==> config.mk <==
export PLATFORM = sky130hd
export DESIGN_NAME = abae_ram
export DESIGN_NICKNAME = d
export VERILOG_FILES = /design/src/rtl/adaptive_binary_arith_encoder_defines.svh /design/src/rtl/abae_ram.sv
export SDC_FILE = /design/constraint.sdc
export NUM_CORES = 1
export LEC_CHECK = 0
export BUFFER_PORTS_ARGS = -buffer_cell sky130_fd_sc_hd__buf_2
export CAP_MARGIN = 20
export CORE_ASPECT_RATIO = 1.25
export CORE_MARGIN = 4
export CORE_UTILIZATION = 60
export CTS_CLUSTER_DIAMETER = 80
export CTS_CLUSTER_SIZE = 16
export DETAILED_ROUTE_END_ITERATION = 8
export GPL_TIMING_DRIVEN = 0
export MAX_ROUTING_LAYER = met4
export PLACE_DENSITY_LB_ADDON = 0.1
export SLEW_MARGIN = 25
export SYNTH_ARGS = -nofsm -noshare
export SYNTH_HDL_FRONTEND = slang
export SYNTH_SLANG_ARGS = --single-unit
==> constraint.sdc <==
create_clock -name clk_i -period 2.5 [get_ports clk_i]
set_input_delay 0.375 -clock clk_i [delete_from_list [all_inputs] [get_ports clk_i]]
set_output_delay 0.375 -clock clk_i [all_outputs]
set_load 0.005 [all_outputs]
==> src/rtl/adaptive_binary_arith_encoder_defines.svh <==
// Assertion macros shared by the encoder RTL.
`ifndef ADAPTIVE_BINARY_ARITH_ENCODER_DEFINES_SVH
`define ADAPTIVE_BINARY_ARITH_ENCODER_DEFINES_SVH

`ifndef SYNTHESIS
// Property checked on every clock edge outside reset.
`define ABAE_ASSERT(lbl, clk, rst_n, prop) \
  lbl: assert property (@(posedge clk) disable iff (!rst_n) prop) \
    else $error("encoder assertion failed");
// Property checked on every clock edge, reset included.
`define ABAE_ASSERT_ALWAYS(lbl, clk, prop) \
  lbl: assert property (@(posedge clk) prop) \
    else $error("encoder assertion failed");
`else
`define ABAE_ASSERT(lbl, clk, rst_n, prop)
`define ABAE_ASSERT_ALWAYS(lbl, clk, prop)
`endif

`endif

==> src/rtl/abae_ram.sv <==
// Generic single-port synchronous RAM with registered read data.
`timescale 1ns / 1ps
module abae_ram #(
  parameter int unsigned WIDTH = 8,
  parameter int unsigned DEPTH = 16
) (
  input  logic                  clk_i,
  input  logic                  we_i,
  input  logic [((DEPTH > 1) ? $clog2(DEPTH) : 1)-1:0] addr_i,
  input  logic [WIDTH-1:0]      wdata_i,
  output logic [WIDTH-1:0]      rdata_o
);
  logic [WIDTH-1:0] mem_q [DEPTH];

  // Registered read; a write to the read address returns the old contents.
  always_ff @(posedge clk_i) begin
    if (we_i) begin
      mem_q[addr_i] <= wdata_i;
    end
    rdata_o <= mem_q[addr_i];
  end
endmodule

==> results.cfg, run 1 <==
[worst_setup_path]
worstSetupPathType = in -> reg
worst_ep_required_time_ns = 2.64
arrival_ns = 2.01
rr_worst_depth = 3
crit_fanout = 10
critPathCaptureType = flip-flop
startpoint_class = primary input

[power_and_ir_drop]
leakagePower_nw = 1.925
power_density_over_cell_area_nw_per_um2 = 882.7
max-vdd-ir-drop_uv = 752.9

[sta]
max-slew-margin-rel_pct = 42.71
fmaxAchievable_mhz = 536.0
tightestPinTransition_ns = 0.8562
report.final.setup_viol = 0
final.hold.worst_slack_ns = 0.2601
timing.clock.skew_ns = 0.004685
fin_tns_setup_ns = 0
rsz0062_at_grt = false
finalMaxSlewViolations = 0
hold_viol = 0
timing.final.crit_period_ns = 1.866
layout_worst_path_cycle_share_pct = 74.62

[route]
detailroute.via_count = 2380
drt-vias-per-instance = 6.296
detailedRoute.firstIterationViolations = 296
wirelength_microns = 9565
drt_drc_violations_left = 0
antenna_left = 0
wl_per_cell_microns = 25.30
drt-pass1-iter-count = 4

[die]
chipHeight_microns = 110.7
row_count = 37
floorplan.die_area_sq_um = 9989
coreArea_sq_um = 8240
die_x_microns = 90.20
initial_core_util_pct = 61.49
pin_count = 22

[cells_and_area]
nNetsFinal = 282
syn_to_final_growth_pct = 15.90
fillCellCount = 507
antenna_cells_inserted = 0
post_route_cells_drive_above_1_share_pct = 31.32
final-instance-count-excl-fill = 378
final_cell_area_sq_um = 5873
final_cell_utilization_of_the_core_pct = 71.27

[min_path]
holdPathStages = 1
worst_hold_path_type = in -> reg

[logic_synthesis]
async_set_reset_flop_share_out_of_synthesis_pct = 0
synth_sequential_area_ratio_pct = 79.01
top_cells_by_count_synth = 128 x edfxtp_1, 32 x mux4_2, 16 x a22oi_1, 13 x nor2_1, 9 x nand2_1
synth_flop_cell = edfxtp_1
synth.largest_area_cell = edfxtp_1
number_of_distinct_standard_cells_referenced_by_the_synthesized_netlist = 18
netlist_area_sq_um = 5067
postSynthRegisterBits = 136
synthesis.nets = 244
portion_of_synthesized_cell_area_occupied_by_the_leading_cell_type_pct = 75.85
synth_edf_count = 128
synthesis.area_per_instance_sq_um = 22.03
synth.top_cells.by_area = edfxtp_1 76%, mux4_2 14%, dfxtp_1 3.2%
netlist_instances = 230
warnings_from_yosys = 0
synthMostInstantiatedCell = edfxtp_1

[run]
drv_cap = 0

[global_route]
gr-usage-all-layers_pct = 21.89
grt_start_max_net_pins = 17
grt_pass1_wl_microns = 15040
grt_overflow_total = 0
number_of_global_route_vias_before_repair = 2480
antenna_violations_before_repair = 0

[cts]
cts.clk_slew.worst_paths_ns = 0.06
cts-htree-levels = 4
cts_made_buffers = 17
cts_hold_repair.buffers = 0
clock_tree.buffer_depth = 2
clockRootBuffer = clkbuf_8
tritoncts_num_sinks = 136
post_cts.resized_instances = 0
clock_latency_ns = 0.51
post-cts-setup-buffer-count = 0
tritoncts = done

[place]
place.gp.congestion = 0.8127
final_hpwl_from_detailed_placement_microns = 5961
post_dp_cell_area_sq_um = 5304
place.detailed.instances = 346
port-buffer-count = 19

[outcome]
outcome = completed
==> placed cells by master, fill, tap and decap left out, types with 4 or more instances in the layout <==
cell,synthesis,routed
buf_2,2,21
edfxtp_1,128,128
nor2_1,13,13
clkbuf_16,0,16
nand2_1,9,9
nor3_2,0,4
clkinv_2,0,5
clkbuf_1,2,6
dfxtp_1,8,8
mux4_2,32,32
a22oi_1,16,16
buf_1,4,4
==> registers in the layout, summed over array words and instances, names as in the netlist <==
| register | flops |
|---|---|
| mem_q | 128 |
| rdata_o | 8 |
==> logic make-up (layout without fill, tap and decap cells) <==
logic type             count (synthesis)  in the layout  share of synthesized area, %
AOI/OAI and AO/OA                     16             16                         2.370
buffers and inverters                 11             62                         1.185
and+or+nand+nor                       35             35                         3.210
DFF                                  136            136                         79.01
muxes                                 32             32                         14.22
==> final timing paths <==
| path | startpoint | to | slack, ns |
|---|---|---|---|
| setup / recovery | addr_i[1] | mem_q[3][3]$_DFFE_PP_ | 0.63 |
| hold / removal | wdata_i[1] | mem_q[9][1]$_DFFE_PP_ | 0.26 |
| setup reg to reg | mem_q[2][4]$_DFFE_PP_ | rdata_o[4]$_DFF_P_ | 1.11 |
| hold reg to reg | mem_q[0][6]$_DFFE_PP_ | rdata_o[6]$_DFF_P_ | 0.69 |
==> worst max-delay path, stage by stage <==
cell and delay (ns):
buf_2 0.25, buf_1 0.47, nand2_1 0.24, nor2_1 0.67
==> area by class of cell <==
cell class	count	area [sq um]	share of cell area (%)
well taps	97	121.4	2.066
clock buffers	22	442.9	7.542
repair buffers	19	95.09	1.619
flip-flops and latches	136	4004	68.17
plain buffers	11	60.06	1.023
clock inverters	10	126.4	2.152
multi-input cells	83	1023	17.43
==> per-layer routing <==
| metal | track usage, % | part of all wire, % | routed length, microns | vias up |
|---|---|---|---|---|
| met4 | 6.027 | 1.7 | 163 | 0 |
| met1 | 28.71 | 42 | 3974 | 1245 |
| met2 | 33.65 | 52 | 4928 | 85 |
| li1 | - | - | - | 1038 |
| met3 | 6.993 | 5.2 | 499 | 12 |
| met5 | - | 0 | 0 | - |
==> stage by stage <==
step | worst slack (ns) | total power, W
2_1_floorplan | 0.6320 | 0.002740
3_3_place_gp | -0.0006339 | 0.002840
6_report | 0.6345 | 0.005184
4_1_cts | 0.6128 | 0.005208
5_1_grt | 0.4751 | 0.005355
3_5_place_dp | 0.05121 | 0.002848
==> power breakdown <==
group          leakage, nW  internal, W  total [W]  switching [W]
sequential            1.22      0.00255    0.00256      0.0000129
clock                0.280      0.00153    0.00238       0.000853
combinational        0.422    0.0000962   0.000236       0.000140
total                 1.93      0.00418    0.00518        0.00101
Power figures use the tool's default switching activity.
==> run 2: changes to the inputs <==
CORE_UTILIZATION = 54   (was 60)
clock period = 1.5 ns   (was 2.5 ns; I/O delays follow)
==> run 2 against run 1 <==
Against the previous run: power increased by 75%; worst hold slack worse by 0.044 ns; die area up 10%; final cell count up 6.9%; register-to-register slack got worse by 1.0 ns; critical path depth unchanged; final area grew 2.4%; critical path type unchanged.
==> results.cfg, run 2 (synthesized netlist as in run 1, its figures left out) <==
[outcome]
outcome = completed

[cells_and_area]
antenna_cells_inserted = 0
final_cell_utilization_of_the_core_pct = 65.58
final_cell_area_sq_um = 6016
multiInputGateArea_sq_um = 1060
layout_top_registers = mem_q: 128 flops, rdata_o: 8 flops
fillCellCount = 645
post_route_cells_drive_above_1_share_pct = 37.72
final_cell_mix = 128 x edfxtp_1, 32 x mux4_2, 22 x buf_2
largest-register = mem_q
nNetsFinal = 282
seq_area_sq_um = 4004
largest_reg_flops = 128
most_common_library_cell_in_the_layout_ignoring_fill_and_taps = edfxtp_1
syn_to_final_growth_pct = 18.72

[sta]
final.hold.worst_slack_ns = 0.2163
report.final.setup_viol = 0
timing.clock.skew_ns = 0.004932
layout_worst_path_cycle_share_pct = 97.23
timing.final.crit_period_ns = 1.458
finalMaxSlewViolations = 0
max-slew-margin-rel_pct = 48.88
tightestPinTransition_ns = 0.7627
fmaxAchievable_mhz = 685.7
hold_viol = 0
rsz0062_at_grt = true
fin_tns_setup_ns = 0

[die]
initial_core_util_pct = 55.24
die_x_microns = 94.65
pin_count = 22
row_count = 39
floorplan.die_area_sq_um = 11010
chipHeight_microns = 116.3
coreArea_sq_um = 9174

[route]
drt-vias-per-instance = 5.686
wirelength_microns = 9533
wl_per_cell_microns = 23.60
drt-pass1-iter-count = 4
detailroute.via_count = 2297
drt_drc_violations_left = 0
detailedRoute.firstIterationViolations = 275
antenna_left = 0

[worst_setup_path]
timing.critical_path.to = mem_q[3][0]$_DFFE_PP_
crit_top_cell = buf_2
crit_fanout = 10
startpoint = addr_i[1]
arrival_ns = 1.51
startpoint_class = primary input
largest_delay_share_family_worst_path = simple AND/OR/NAND/NOR gates
worst_r2r_endpoint = rdata_o[6]$_DFF_P_
critPathCaptureType = flip-flop
rr_worst_depth = 3
cell_by_cell_listing_of_the_critical_path = buf_2 -> buf_2 -> nand2_1 -> nor2_2
timing.critical_path.depth = 4
rrSetupSlack_ns = 0.11
slowest_delay_ns = 0.45
worstSetupPathType = in -> reg
worst_path_max_delay_cell = nor2_2
worst_ep_required_time_ns = 1.55
crit-reg2reg-launch = mem_q[13][6]$_DFFE_PP_
worstPathBufferInverterCount = 2

[place]
place.gp.congestion = 0.7451
port-buffer-count = 19
post_dp_cell_area_sq_um = 5368
final_hpwl_from_detailed_placement_microns = 5965

[global_route]
grt_start_max_net_pins = 17
grt_pass1_wl_microns = 14380
grt_overflow_total = 0
antenna_violations_before_repair = 0
gr-usage-all-layers_pct = 20.16
number_of_global_route_vias_before_repair = 2340

[cts]
clockRootBuffer = clkbuf_16
tritoncts = done
cts-htree-levels = 4
clock_tree.buffer_depth = 2
cts_made_buffers = 17
post-cts-setup-buffer-count = 0
tritoncts_num_sinks = 136
cts.clk_slew.worst_paths_ns = 0.06
clock_latency_ns = 0.41

[power_and_ir_drop]
max-vdd-ir-drop_uv = 965.4
leakagePower_nw = 1.957
power_after_layout_w = 0.009069
power_density_over_cell_area_nw_per_um2 = 1508

[run]
drv_cap = 0

[min_path]
hp-start = wdata_i[6]
worst_hold_path_type = in -> reg
run 2: cell types whose count changed in the layout (fill, tap and decap cells not counted), moves of 2 or more:
| cell | previous run | this run |
|---|---|---|
| nor2_1 | 13 | 1 |
| clkinv_2 | 5 | 2 |
| nor2_2 | 0 | 12 |
| clkinv_4 | 0 | 2 |
| buf_1 | 4 | 2 |
| clkbuf_1 | 6 | 3 |
| clkinvlp_4 | 1 | 3 |
run 2: how the worst min path moves through the flow:
stage               slack (ns)  depth (start not counted)                     end
floorplan                 0.32                          0   mem_q[0][0]$_DFFE_PP_
CTS                       0.22                          1  mem_q[15][6]$_DFFE_PP_
detailed placement        0.60                          1              rdata_o[0]
global placement          0.60                          1              rdata_o[3]
global route              0.22                          1  mem_q[15][2]$_DFFE_PP_
finish                    0.22                          1  mem_q[15][6]$_DFFE_PP_
run 2: repair_timing:
action	CTS	global route
gates resized for setup	0	2
hold buffers	0	0
setup endpoints to repair	8	58
run 2: layout make-up:
cell class,count,share of cell area [%]
Multi-Input combinational cell,83,17.62
Timing Repair Buffer,19,1.581
Tap cell,123,2.558
Buffer,11,1.040
Clock inverter,11,2.829
Sequential cell,136,66.56
Clock buffer,21,7.820
run 2: layer usage:
layer / global-route usage [%] / vias to the layer above / wire [microns]
li1: - / 1038 / -
met1: 26.40 / 1171 / 4038
met4: 8.085 / 0 / 129
met3: 5.412 / 12 / 630
met5: - / - / 0
met2: 30.43 / 76 / 4735
run 2: power by group:
part	switching [W]	internal (W)
Combinational	0.000242	0.000163
Clock	0.00149	0.00291
Sequential	0.0000192	0.00425
run 2: through the flow:
step | setup WS, ns | instances
final | 0.04157 | 404
after global routing | -0.05219 | 404
after CTS | -0.01725 | 404
after detailed placement | -0.4371 | 372
after global placement | -0.6333 | 372
after floorplan | -0.1125 | 230
run 2: worst register-to-register path: stages (launching register included):
cell      delay, ns
edfxtp_1       0.37
mux4_2         0.49
a22oi_1        0.30
nand2_1        0.10
